===== config.mk =====
export PLATFORM = sky130hd
export DESIGN_NAME = pip_edge
export DESIGN_NICKNAME = d
export VERILOG_FILES = /design/src/hw/rtl/pip_pkg.sv /design/src/hw/rtl/pip_edge.sv
export SDC_FILE = /design/constraint.sdc
export NUM_CORES = 1
export LEC_CHECK = 0
export BUFFER_PORTS_ARGS = -buffer_cell sky130_fd_sc_hd__buf_2
export CAP_MARGIN = 10
export CORE_ASPECT_RATIO = 0.6
export CORE_UTILIZATION = 40
export DETAILED_ROUTE_END_ITERATION = 12
export SETUP_SLACK_MARGIN = 0.05
export SYNTH_ARGS = -nofsm -noshare
export SYNTH_HDL_FRONTEND = slang
export SYNTH_SLANG_ARGS = --single-unit
export TNS_END_PERCENT = 50

===== constraint.sdc =====
create_clock -name clk_i -period 19.2 [get_ports clk_i]
set_input_delay 0.96 -clock clk_i [delete_from_list [all_inputs] [get_ports clk_i]]
set_output_delay 0.96 -clock clk_i [all_outputs]
set_load 0.02 [all_outputs]

===== src/hw/rtl/pip_pkg.sv =====
// Shared types and constants of the point-in-polygon test.
package pip_pkg;

  // Polygon store depth and coordinate width.
  localparam int MAX_VERTICES = 8;
  localparam int COORD_WIDTH  = 16;

  // Widths of the fixed word and register fields.
  localparam int INDEX_WIDTH = 3;
  localparam int COUNT_WIDTH = 4;

  // Store address, vertex number, edge difference and product widths.
  localparam int ADDR_W = $clog2(MAX_VERTICES);
  localparam int NUM_W  = $clog2(MAX_VERTICES + 1);
  localparam int DIFF_W = COORD_WIDTH + 1;
  localparam int PROD_W = 2 * DIFF_W;

  // Vertex count after reset.
  localparam logic [COUNT_WIDTH-1:0] VCOUNT_RESET = COUNT_WIDTH'(3);

  // Operation codes of an input word.
  localparam logic OP_WRITE = 1'b0;
  localparam logic OP_QUERY = 1'b1;

  typedef logic signed [COORD_WIDTH-1:0] coord_t;

  // Step strobes from the sequencer to the edge datapath.
  typedef struct packed {
    logic clear;
    logic load_point;
    logic load_prev;
    logic setup;
    logic mul_a;
    logic mul_b;
    logic cmp;
  } ctrl_t;

endpackage


===== src/hw/rtl/pip_edge.sv =====
// Edge datapath: straddle test, one shared multiplier used twice per edge,
// exact product compare and the crossing parity.
module pip_edge (
  input  logic             clk_i,
  input  logic             rst_ni,
  input  pip_pkg::ctrl_t   ctrl_i,
  input  pip_pkg::coord_t  pt_x_i,
  input  pip_pkg::coord_t  pt_y_i,
  input  pip_pkg::coord_t  vx_i,
  input  pip_pkg::coord_t  vy_i,
  output logic             inside_o
);

  localparam int W = pip_pkg::COORD_WIDTH;

  // Query point, previous vertex (j) and current vertex (i).
  pip_pkg::coord_t px_q, py_q, jx_q, jy_q, ix_q, iy_q;

  // Edge terms and products.
  logic signed [pip_pkg::DIFF_W-1:0] a_q, b_q, a_d, b_d;
  logic [W-1:0]                      d_q, t_q, d_d, t_d;
  logic                              strad_q, strad_d;
  logic signed [pip_pkg::PROD_W-1:0] prod_a_q, prod_b_q, prod;
  logic                              parity_q;

  logic                              up, down;
  logic signed [pip_pkg::DIFF_W-1:0] dy_up, dy_dn, ty_up, ty_dn;
  logic signed [pip_pkg::DIFF_W-1:0] op_s;
  logic signed [pip_pkg::DIFF_W-1:0] op_f;

  function automatic logic signed [pip_pkg::DIFF_W-1:0] sext(pip_pkg::coord_t v);
    return {v[W-1], v};
  endfunction

  // Edge setup: does the edge straddle the point's y, and its x terms.
  always_comb begin
    up      = (vy_i <= py_q) && (py_q < jy_q);
    down    = (jy_q <= py_q) && (py_q < vy_i);
    dy_up   = sext(jy_q) - sext(vy_i);
    dy_dn   = sext(vy_i) - sext(jy_q);
    ty_up   = sext(py_q) - sext(vy_i);
    ty_dn   = sext(vy_i) - sext(py_q);
    d_d     = up ? dy_up[W-1:0] : dy_dn[W-1:0];
    t_d     = up ? ty_up[W-1:0] : ty_dn[W-1:0];
    strad_d = up || down;
    a_d     = sext(px_q) - sext(vx_i);
    b_d     = sext(jx_q) - sext(vx_i);
  end

  // Shared multiplier: (x - xi) * D first, then (xj - xi) * T.
  always_comb begin
    op_s = ctrl_i.mul_b ? b_q : a_q;
    op_f = ctrl_i.mul_b ? {1'b0, t_q} : {1'b0, d_q};
    prod = pip_pkg::PROD_W'(op_s) * pip_pkg::PROD_W'(op_f);
  end

  // Point, vertex and edge registers.
  always_ff @(posedge clk_i) begin
    if (ctrl_i.load_point) begin
      px_q <= pt_x_i;
      py_q <= pt_y_i;
    end
    if (ctrl_i.load_prev) begin
      jx_q <= vx_i;
      jy_q <= vy_i;
    end else if (ctrl_i.cmp) begin
      jx_q <= ix_q;
      jy_q <= iy_q;
    end
    if (ctrl_i.setup) begin
      ix_q    <= vx_i;
      iy_q    <= vy_i;
      a_q     <= a_d;
      b_q     <= b_d;
      d_q     <= d_d;
      t_q     <= t_d;
      strad_q <= strad_d;
    end
    if (ctrl_i.mul_a) begin
      prod_a_q <= prod;
    end
    if (ctrl_i.mul_b) begin
      prod_b_q <= prod;
    end
  end

  // Crossing parity: toggles when the point lies left of the crossing.
  always_ff @(posedge clk_i or negedge rst_ni) begin
    if (!rst_ni) begin
      parity_q <= 1'b0;
    end else if (ctrl_i.clear) begin
      parity_q <= 1'b0;
    end else if (ctrl_i.cmp && strad_q && (prod_a_q < prod_b_q)) begin
      parity_q <= ~parity_q;
    end
  end

  assign inside_o = parity_q;

endmodule


==> out/metrics.yaml, run 1 <==
grt:
  antenna_found_initial: 0
  grt_max_degree: 71
  grt_pass1_vias: 17000
  grt_pass1_wl_um: 95600
  grt.overflow.total: 0
  track_usage_pct: 20.5
routing:
  wl_per_cell_um: 18.8
  drt_first_pass_iters: 7
  routed_wl_um: 59000
  drc: 0
  ant_nets: 0
  num_vias: 16300
  drtIter0Drc: 1326
  viasPerCell: 5.20
clocking:
  cts_buffers: 25
  clockRootBuffer: "clkbuf_16"
  path_clk_slew_ns: 0.06
  holdBufCountCts: 0
  clock_path_buffers: 3
  clock_sinks: 232
  htree_levels: 1
  post-cts-setup-buffer-count: 0
  cts_tree: "built"
  ctsResizeCount: 0
  clk_latency_ns: 0.58
floorplan:
  ios: 74
  initial_utilization_pct: 40.9
  dieArea_mm2: 0.0606
  coreArea_mm2: 0.0582
  dieWidth_um: 317
  dieHeight_um: 191
  rows: 68
timing:
  skew_ns: 0.0151
  slew_violations: 0
  fin_crit_sh_pct: 45.5
  rsz0062_at_grt: "no"
  worstMarginPinSlew_ns: 1.24
  finalCriticalPeriod_ns: 8.74
  whs_ns: 0.159
  hold_viol_final: 0
  fmax_ghz: 0.114
  tns_ns: 0
  relSlewSlack_pct: 14.7
  setup_violations: 0
finish:
  fillCellCount: 5540
  nets: 2944
  drive_gt1_share_pct: 8.89
  antenna_cells: 0
  fin_util_pct: 44.2
  mostFrequentLayoutCells: "inv_1, fa_1, edfxtp_1, ha_1, nand2_1"
  regArea_mm2: 0.00696
  areaGrowthSynthToFinish_pct: 8.08
  layout_commonest_cell: "inv_1"
  multi_input_area_mm2: 0.0149
synthesis:
  ys_seq_elements: 232
  ys_top_cells_by_area: "edfxtp_1, fa_1, ha_1, inv_1, nand2_1"
  yosysTopAreaCell: "edfxtp_1"
  synth_fp_nets: 2888
  synth-edff-count: 231
  ys_warn_count: 0
  synth.distinct_cells: 78
  synth_top_area_share_pct: 29.1
  synth_top_flop_cell: "edfxtp_1"
  syn-cell-area_mm2: 0.0238
  synthArstFlopShare_pct: 0.431
  syn_inst: 2300
  synth_seq_area_share_pct: 29.2
  syn_area_per_cell_um2: 10.4
run:
  drv_cap: 0
outcome:
  outcome: "finished, final reports clean"
setup_path:
  worstReg2RegEnd: "prod_a_q[33]"
  crit_arrival_ns: 9.05
  worst-path-max-fanout: 59
  endpoint_kind: "register"
  reg2reg_slack_ns: 11.75
  required_ns: 19.51
  reg2reg_depth: 23
  critical_path_class: "input port to register"
  rr_startpoint: "b_q[4]"
  start_kind: "input port"
worst_hold_path:
  hp-class: "input port to asynchronous set/reset pin"
placed_design:
  dpl.hpwl_um: 48500
  place.gp.congestion: 0.944
  io_buffers: 73
per-stage QoR:
| stage | instances | instance area, um2 | setup slack [ns] |
|---|---|---|---|
| floorplan | 2300 | 23800 | 11.22 |
| global placement | 3099 | 25000 | 10.15 |
| detailed placement | 3099 | 25000 | 9.91 |
| CTS | 3143 | 25700 | 10.54 |
| global route | 3143 | 25700 | 9.98 |
| finish | 3143 | 25700 | 10.46 |
cells in the mapped netlist (all sizes together) (3+ instances only):
cell type  instances
edfxtp           231
mux2              65
fa               285
a31oi              3
o21bai             9
o21a               5
nand4             13
nand2            214
xor2              18
a21o              34
a211oi            12
nor2b             28
a21boi             7
a221oi             8
o2111ai            3
nor3              20
o22ai              4
o31ai              3
a21oi             96
clkbuf            44
or2                6
ha               230
and2               6
nand2b            31
o21ai             57
or3                7
mux2i             50
nand3             21
xnor2             67
buf               13
and3              11
inv              462
nor4               5
a41o               4
o211ai            14
nor2             183
o41ai              4
nand3b             3
how the worst max path moves through the flow:
stage                         start           end  slack, ns  cells past startpoint
after floorplan           ctrl_i[1]  prod_a_q[32]      11.22                     26
after global placement    ctrl_i[1]  prod_a_q[33]      10.15                     25
after detailed placement  ctrl_i[1]  prod_a_q[33]       9.91                     25
after CTS                 ctrl_i[1]  prod_a_q[33]      10.54                     25
after global routing      ctrl_i[1]  prod_a_q[33]       9.98                     25
final                     ctrl_i[1]  prod_a_q[33]      10.46                     25
cells by family (layout without fill, tap and decap cells):
kind of cell,count (synthesis),count (layout),share of synthesized area [%]
and+or+nand+nor,553,553,10.3
buffers and inverters,519,592,8.37
adders and majority gates,515,515,36.0
AOI/OAI and AO/OA,281,281,7.80
DFF,232,232,29.2
muxes,115,115,5.20
xor gates and xnor gates,85,85,3.12
critical path: stages:
cell and delay, ns:
buf_4 0.42, buf_4 0.78, mux2i_1 0.82, nor2_1 0.15
fa_1 0.55, inv_1 0.06, fa_1 0.39, fa_1 0.51
fa_1 0.55, inv_1 0.06, fa_1 0.48, inv_1 0.05
fa_1 0.48, inv_1 0.04, ha_1 0.32, nand3_1 0.12
o22ai_1 0.26, nor4_1 0.10, a211oi_2 0.60, o311a_1 0.34
nor4_1 0.07, nor3_1 0.36, a41oi_1 0.19, a21oi_1 0.19
xnor2_1 0.12
metal layers:
metal | up-vias | global-route usage, % | wire, um
li1 | 7584 | - | -
met1 | 8192 | 32.2 | 30300
met2 | 511 | 28.4 | 23200
met3 | 48 | 5.21 | 4820
met4 | 0 | 3.00 | 786
met5 | - | 0 | 0
flip-flops by register name, indices dropped and copies added, names as in the netlist, 17 cells and up:
register	cells
prod_a_q	34
prod_b_q	34
a_q	17
b_q	17
area by class of cell:
type                    count  share of cell area [%]
clock buffers              28                    2.47
clock inverters            16                   0.452
inverters                 462                    6.73
multi-input cells        1549                    57.7
flip-flops and latches    232                    27.0
well taps                 770                    3.74
repair buffers             86                    1.82
Power of run 1 is not shown: default switching activity piles up to over one toggle a cycle in this logic, so the estimate is an artifact.
==> run 2, diff against run 1 <==
Clock period 19.2 ns to 8.5 ns, I/O delays scaled along.
==> out/metrics.yaml, run 2 (synthesis gave the netlist of run 1 again) <==
outcome:
  outcome: "finished, final reports clean"
placed_design:
  dpl.hpwl_um: 47900  # -1.2%
  dpl_cell_area_mm2: 0.0251  # +0.41%
  place.gp.congestion: 0.926  # -1.9%
  io_buffers: 73  # unchanged
clocking:
  cts_tree: "built"
  clockRootBuffer: "clkbuf_16"
  clock_sinks: 232  # unchanged
  holdBufCountCts: 16  # +16
  cts_buffers: 25  # unchanged
  clk_latency_ns: 0.58  # about the same
  clock_path_buffers: 3  # unchanged
  path_clk_slew_ns: 0.07  # about the same
  ctsResizeCount: 0  # unchanged
  post-cts-setup-buffer-count: 0  # unchanged
  htree_levels: 1  # unchanged
routing:
  wl_per_cell_um: 18.5  # -1.6%
  drtIter0Drc: 1270  # -4.2%
  num_vias: 16400  # +0.30%
  viasPerCell: 5.17  # -0.62%
  ant_nets: 0  # unchanged
  routed_wl_um: 58600  # -0.73%
  drt_first_pass_iters: 5  # -2
  drc: 0  # unchanged
timing:
  hold_viol_final: 0  # unchanged
  slew_violations: 0  # unchanged
  relSlewSlack_pct: 37.7  # +23 points
  setup_violations: 0  # unchanged
  fmax_ghz: 0.139
  fin_crit_sh_pct: 84.5
  finalCriticalPeriod_ns: 7.19
  worstMarginPinSlew_ns: 0.935  # -0.308 ns
  tns_ns: 0  # unchanged
  rsz0062_at_grt: "no"
  skew_ns: 0.0302  # +0.0151 ns
setup_path:
  required_ns: 8.83  # -10.68 ns
  crit_top_cell: "fa_1"
  critical_path_class: "register to register"
  endpoint_kind: "register"
  start_kind: "register"
  slowest_stage: "mux2i_1"
  slowest_delay_ns: 0.62  # -0.20 ns
  reg2reg_slack_ns: 1.31  # -10.44 ns
  worst-path-max-fanout: 5  # -92%
  crit_arrival_ns: 7.51  # -1.54 ns
  cp_cell_sequence: "mux2i_1, nor2_1, fa_1, inv_1, fa_1, fa_1, fa_1, inv_1, fa_1, inv_1, fa_1, inv_1, ha_1, nand3_1, o22ai_1, nor4_1, a211oi_2, o311a_1, nor4_1, nor3_1, a41oi_1, a21oi_1, xnor2_1"
floorplan:
  initial_utilization_pct: 40.9  # unchanged
  ios: 74  # unchanged
  dieHeight_um: 191  # unchanged
  rows: 68  # unchanged
  dieWidth_um: 317  # unchanged
  dieArea_mm2: 0.0606  # unchanged
  coreArea_mm2: 0.0582  # unchanged
finish:
  areaGrowthSynthToFinish_pct: 9.37
  drive_gt1_share_pct: 9.20  # +0.31 points
  nets: 2973  # +0.99%
  layout_commonest_cell: "inv_1"
  mostFrequentLayoutCells: "inv_1, fa_1, edfxtp_1, ha_1, nand2_1"
  antenna_cells: 0  # unchanged
  final_cell_area_mm2: 0.0261  # +1.2%
  largest_registers: "prod_a_q: 34 flops, prod_b_q: 34 flops"
grt:
  grt_max_degree: 70  # -1.4%
  grt_pass1_wl_um: 94400  # -1.3%
  antenna_found_initial: 0  # unchanged
  track_usage_pct: 20.2  # -0.31 points
  grt.overflow.total: 0  # unchanged
  grt_pass1_vias: 16900  # -0.64%
run:
  drv_cap: 0  # unchanged
worst_hold_path:
  hp-class: "input port to register"
-- run 2: final timing paths --
path	startpoint	end	depth (start not counted)
worst min-delay path	pt_x_i[1]	px_q[1]	1
worst min register to register	ix_q[1]	jx_q[1]	1
worst max register to register	b_q[7]	prod_a_q[33]	23
min in group asynchronous	rst_ni	inside_o	2
worst max-delay path	b_q[7]	prod_a_q[33]	23
max in group asynchronous	rst_ni	inside_o	2
-- run 2: metal layers --
metal / share of wire, % / track usage [%] / vias up / routed length, um
met5: 0 / 0 / - / 0
li1: - / - / 7653 / -
met2: 39 / 28.3 / 432 / 23000
met4: 1.3 / 2.94 / 0 / 777
met3: 7.5 / 4.72 / 44 / 4370
met1: 52 / 31.7 / 8255 / 30500
-- run 2: metrics by stage --
step | hold WS [ns] | cells | utilization, % | setup slack (ns)
final | 0.0286 | 3172 | 44.8 | 1.31
after global routing | 0.000206 | 3172 | 44.8 | 0.984
after CTS | 0.0000798 | 3171 | 44.8 | 1.39
after detailed placement | 0.203 | 3111 | 43.1 | 0.808
after global placement | 0.201 | 3111 | 43.1 | 0.929
after floorplan | 0.129 | 2300 | - | 1.05
-- run 2: area by class of cell --
type | count | area (um2)
fillers | 5580 | 32100
multi-input cells | 1549 | 14900
flip-flops and latches | 232 | 6960
inverters | 462 | 1730
well taps | 770 | 963
repair buffers | 115 | 741
clock buffers | 28 | 637
clock inverters | 16 | 153
-- run 2: worst max-delay path: cells and delay by family (launching register included) --
| family | cells | cell delay (ns) |
|---|---|---|
| adders and majority gates | 7 | 3.33 |
| buffers and inverters | 4 | 0.19 |
| muxes | 1 | 0.62 |
| DFF | 1 | 0.44 |
| xor gates and xnor gates | 1 | 0.11 |
| and+or+nand+nor | 5 | 0.82 |
| AOI/OAI and AO/OA | 5 | 1.41 |
Power of run 2 is left out for the same reason.
==> run 3, diff against run 2 <==
Clock period 8.5 ns to 6.2 ns, I/O delays scaled along.
==> out/metrics.yaml, run 3 (synthesis gave the netlist of run 1 again) <==
timing:
  finalWorstSetupSlack_ns: -0.227  # -1.54 ns
  hold_viol_final: 0  # unchanged
  fmax_ghz: 0.156  # +12%
  skew_ns: 0.0154  # -0.0148 ns
  finalCriticalPeriod_ns: 6.43  # -0.759 ns
  setup_violations: 12  # +12
  rsz0062_at_grt: "yes"
  worstMarginPinSlew_ns: 0.993  # +0.0573 ns
  whs_ns: 0.0644  # +0.0357 ns
  relSlewSlack_pct: 33.8  # -3.8 points
  slew_violations: 0  # unchanged
  fin_crit_sh_pct: 104  # +19 points
grt:
  track_usage_pct: 21.5  # +1.3 points
  grt_pass1_vias: 17800  # +5.2%
  grt.overflow.total: 0  # unchanged
  grt_max_degree: 71  # +1.4%
  antenna_found_initial: 0  # unchanged
  grt_pass1_wl_um: 100000  # +6.4%
finish:
  fin_cells: 3410  # +7.5%
  mostFrequentLayoutCells: "inv_1, fa_1, edfxtp_1, ha_1, nand2_1"
  layout_commonest_cell: "inv_1"
  fin_util_pct: 49.1  # +4.3 points
  nets: 3208  # +7.9%
  areaGrowthSynthToFinish_pct: 19.9
  fillCellCount: 5378  # -3.6%
  drive_gt1_share_pct: 18.3  # +9.1 points
  largest_registers: "prod_a_q: 34 flops, prod_b_q: 34 flops"
  antenna_cells: 0  # unchanged
setup_path:
  slowest_stage: "fa_1"
  critical_path_class: "register to register"
  start_kind: "register"
  cp_cell_sequence: "mux2_4, nand2_2, fa_1, fa_1, inv_1, fa_1, fa_1, fa_1, inv_1, fa_1, inv_2, ha_4, a21oi_2, nor2_2, a211oi_2, o21ai_2, a311o_1, a31o_4, a221oi_4, a21oi_2, a221oi_2, xnor2_1"
  crit_arrival_ns: 6.75  # -0.76 ns
  endpoint_kind: "register"
  worst-path-max-fanout: 6  # +1
  required_ns: 6.52  # -2.31 ns
  crit_top_cell: "fa_1"
  slowest_delay_ns: 0.56  # -0.06 ns
clocking:
  cts_tree: "built"
  clk_latency_ns: 0.58  # about the same
  clock_sinks: 232  # unchanged
  clockRootBuffer: "clkbuf_16"
  htree_levels: 1  # unchanged
  cts_buffers: 26  # +4.0%
  path_clk_slew_ns: 0.06  # about the same
  clock_path_buffers: 3  # unchanged
routing:
  drt_first_pass_iters: 6  # +1
  viasPerCell: 5.07  # -1.9%
  routed_wl_um: 62700  # +7.0%
  drc: 0  # unchanged
  ant_nets: 0  # unchanged
  drtIter0Drc: 1256  # -1.1%
  wl_per_cell_um: 18.4  # -0.49%
  num_vias: 17300  # +5.5%
floorplan:
  initial_utilization_pct: 40.9  # unchanged
  rows: 68  # unchanged
  ios: 74  # unchanged
  dieHeight_um: 191  # unchanged
  dieArea_mm2: 0.0606  # unchanged
  coreArea_mm2: 0.0582  # unchanged
  dieWidth_um: 317  # unchanged
placed_design:
  place_inst: 3277  # +5.3%
  place.gp.congestion: 0.976  # +5.4%
  pre_cts_ws_ns: -0.757  # -1.57 ns
  dpl.hpwl_um: 52100  # +8.6%
  io_buffers: 73  # unchanged
outcome:
  outcome: "finished, violations left"
  violations: "negative setup slack"
run:
  drv_cap: 0  # unchanged
worst_hold_path:
  hp-class: "input port to register"
## run 3: critical path: cells and delay by family (launching register included)
family,cells,cell delay (ns)
compound gates,8,1.71
simple gates,2,0.13
xor+xnor,1,0.12
mux,1,0.37
buf+inv,3,0.15
flops,1,0.54
fa+ha+maj,7,3.15
## run 3: per-layer routing
metal  GRT usage, %  part of all wire (%)  up-vias
met3           4.90                   8.0       48
met5              0                     0        -
li1               -                     -     8133
met4           2.72                   1.1        0
met1           34.5                    52     8611
met2           29.7                    39      495
## run 3: timing repair
item                                    4_1_cts  5_1_grt
pin swaps                                    19       11
gates resized for setup                      43       24
endpoints found under the setup margin       20       30
gates cloned                                  1        0
hold buffers                                 65        0
endpoints found under the hold margin        64        0
setup buffers                                12        7
## run 3: final cells by class
| cell class | instances | area [um2] | share of cell area (%) |
|---|---|---|---|
| flip-flops and latches | 232 | 6960 | 24.4 |
| clock buffers | 32 | 673 | 2.36 |
| clock inverters | 16 | 144 | 0.504 |
| multi-input cells | 1550 | 15400 | 53.9 |
| repair buffers | 348 | 2690 | 9.41 |
| inverters | 462 | 1730 | 6.07 |
| well taps | 770 | 963 | 3.37 |
## run 3: final timing paths
kind | from | endpoint | slack (ns) | depth (start not counted)
max | b_q[9] | prod_b_q[32] | -0.23 | 22
min | vy_i[1] | iy_q[1] | 0.06 | 1
max reg2reg | b_q[9] | prod_b_q[32] | -0.23 | 22
min reg2reg | ix_q[13] | jx_q[13] | 0.55 | 1
max in group asynchronous | rst_ni | inside_o | 5.55 | 3
min in group asynchronous | rst_ni | inside_o | 0.55 | 3
## run 3: through the flow
step	TNS, ns	area, um2
floorplan	-2.02	24200
global placement	-11.43	26600
detailed placement	-12.94	26600
CTS	-1.46	28400
global route	-5.91	28600
finish	-1.72	28600
Power of run 3 is left out for the same reason.
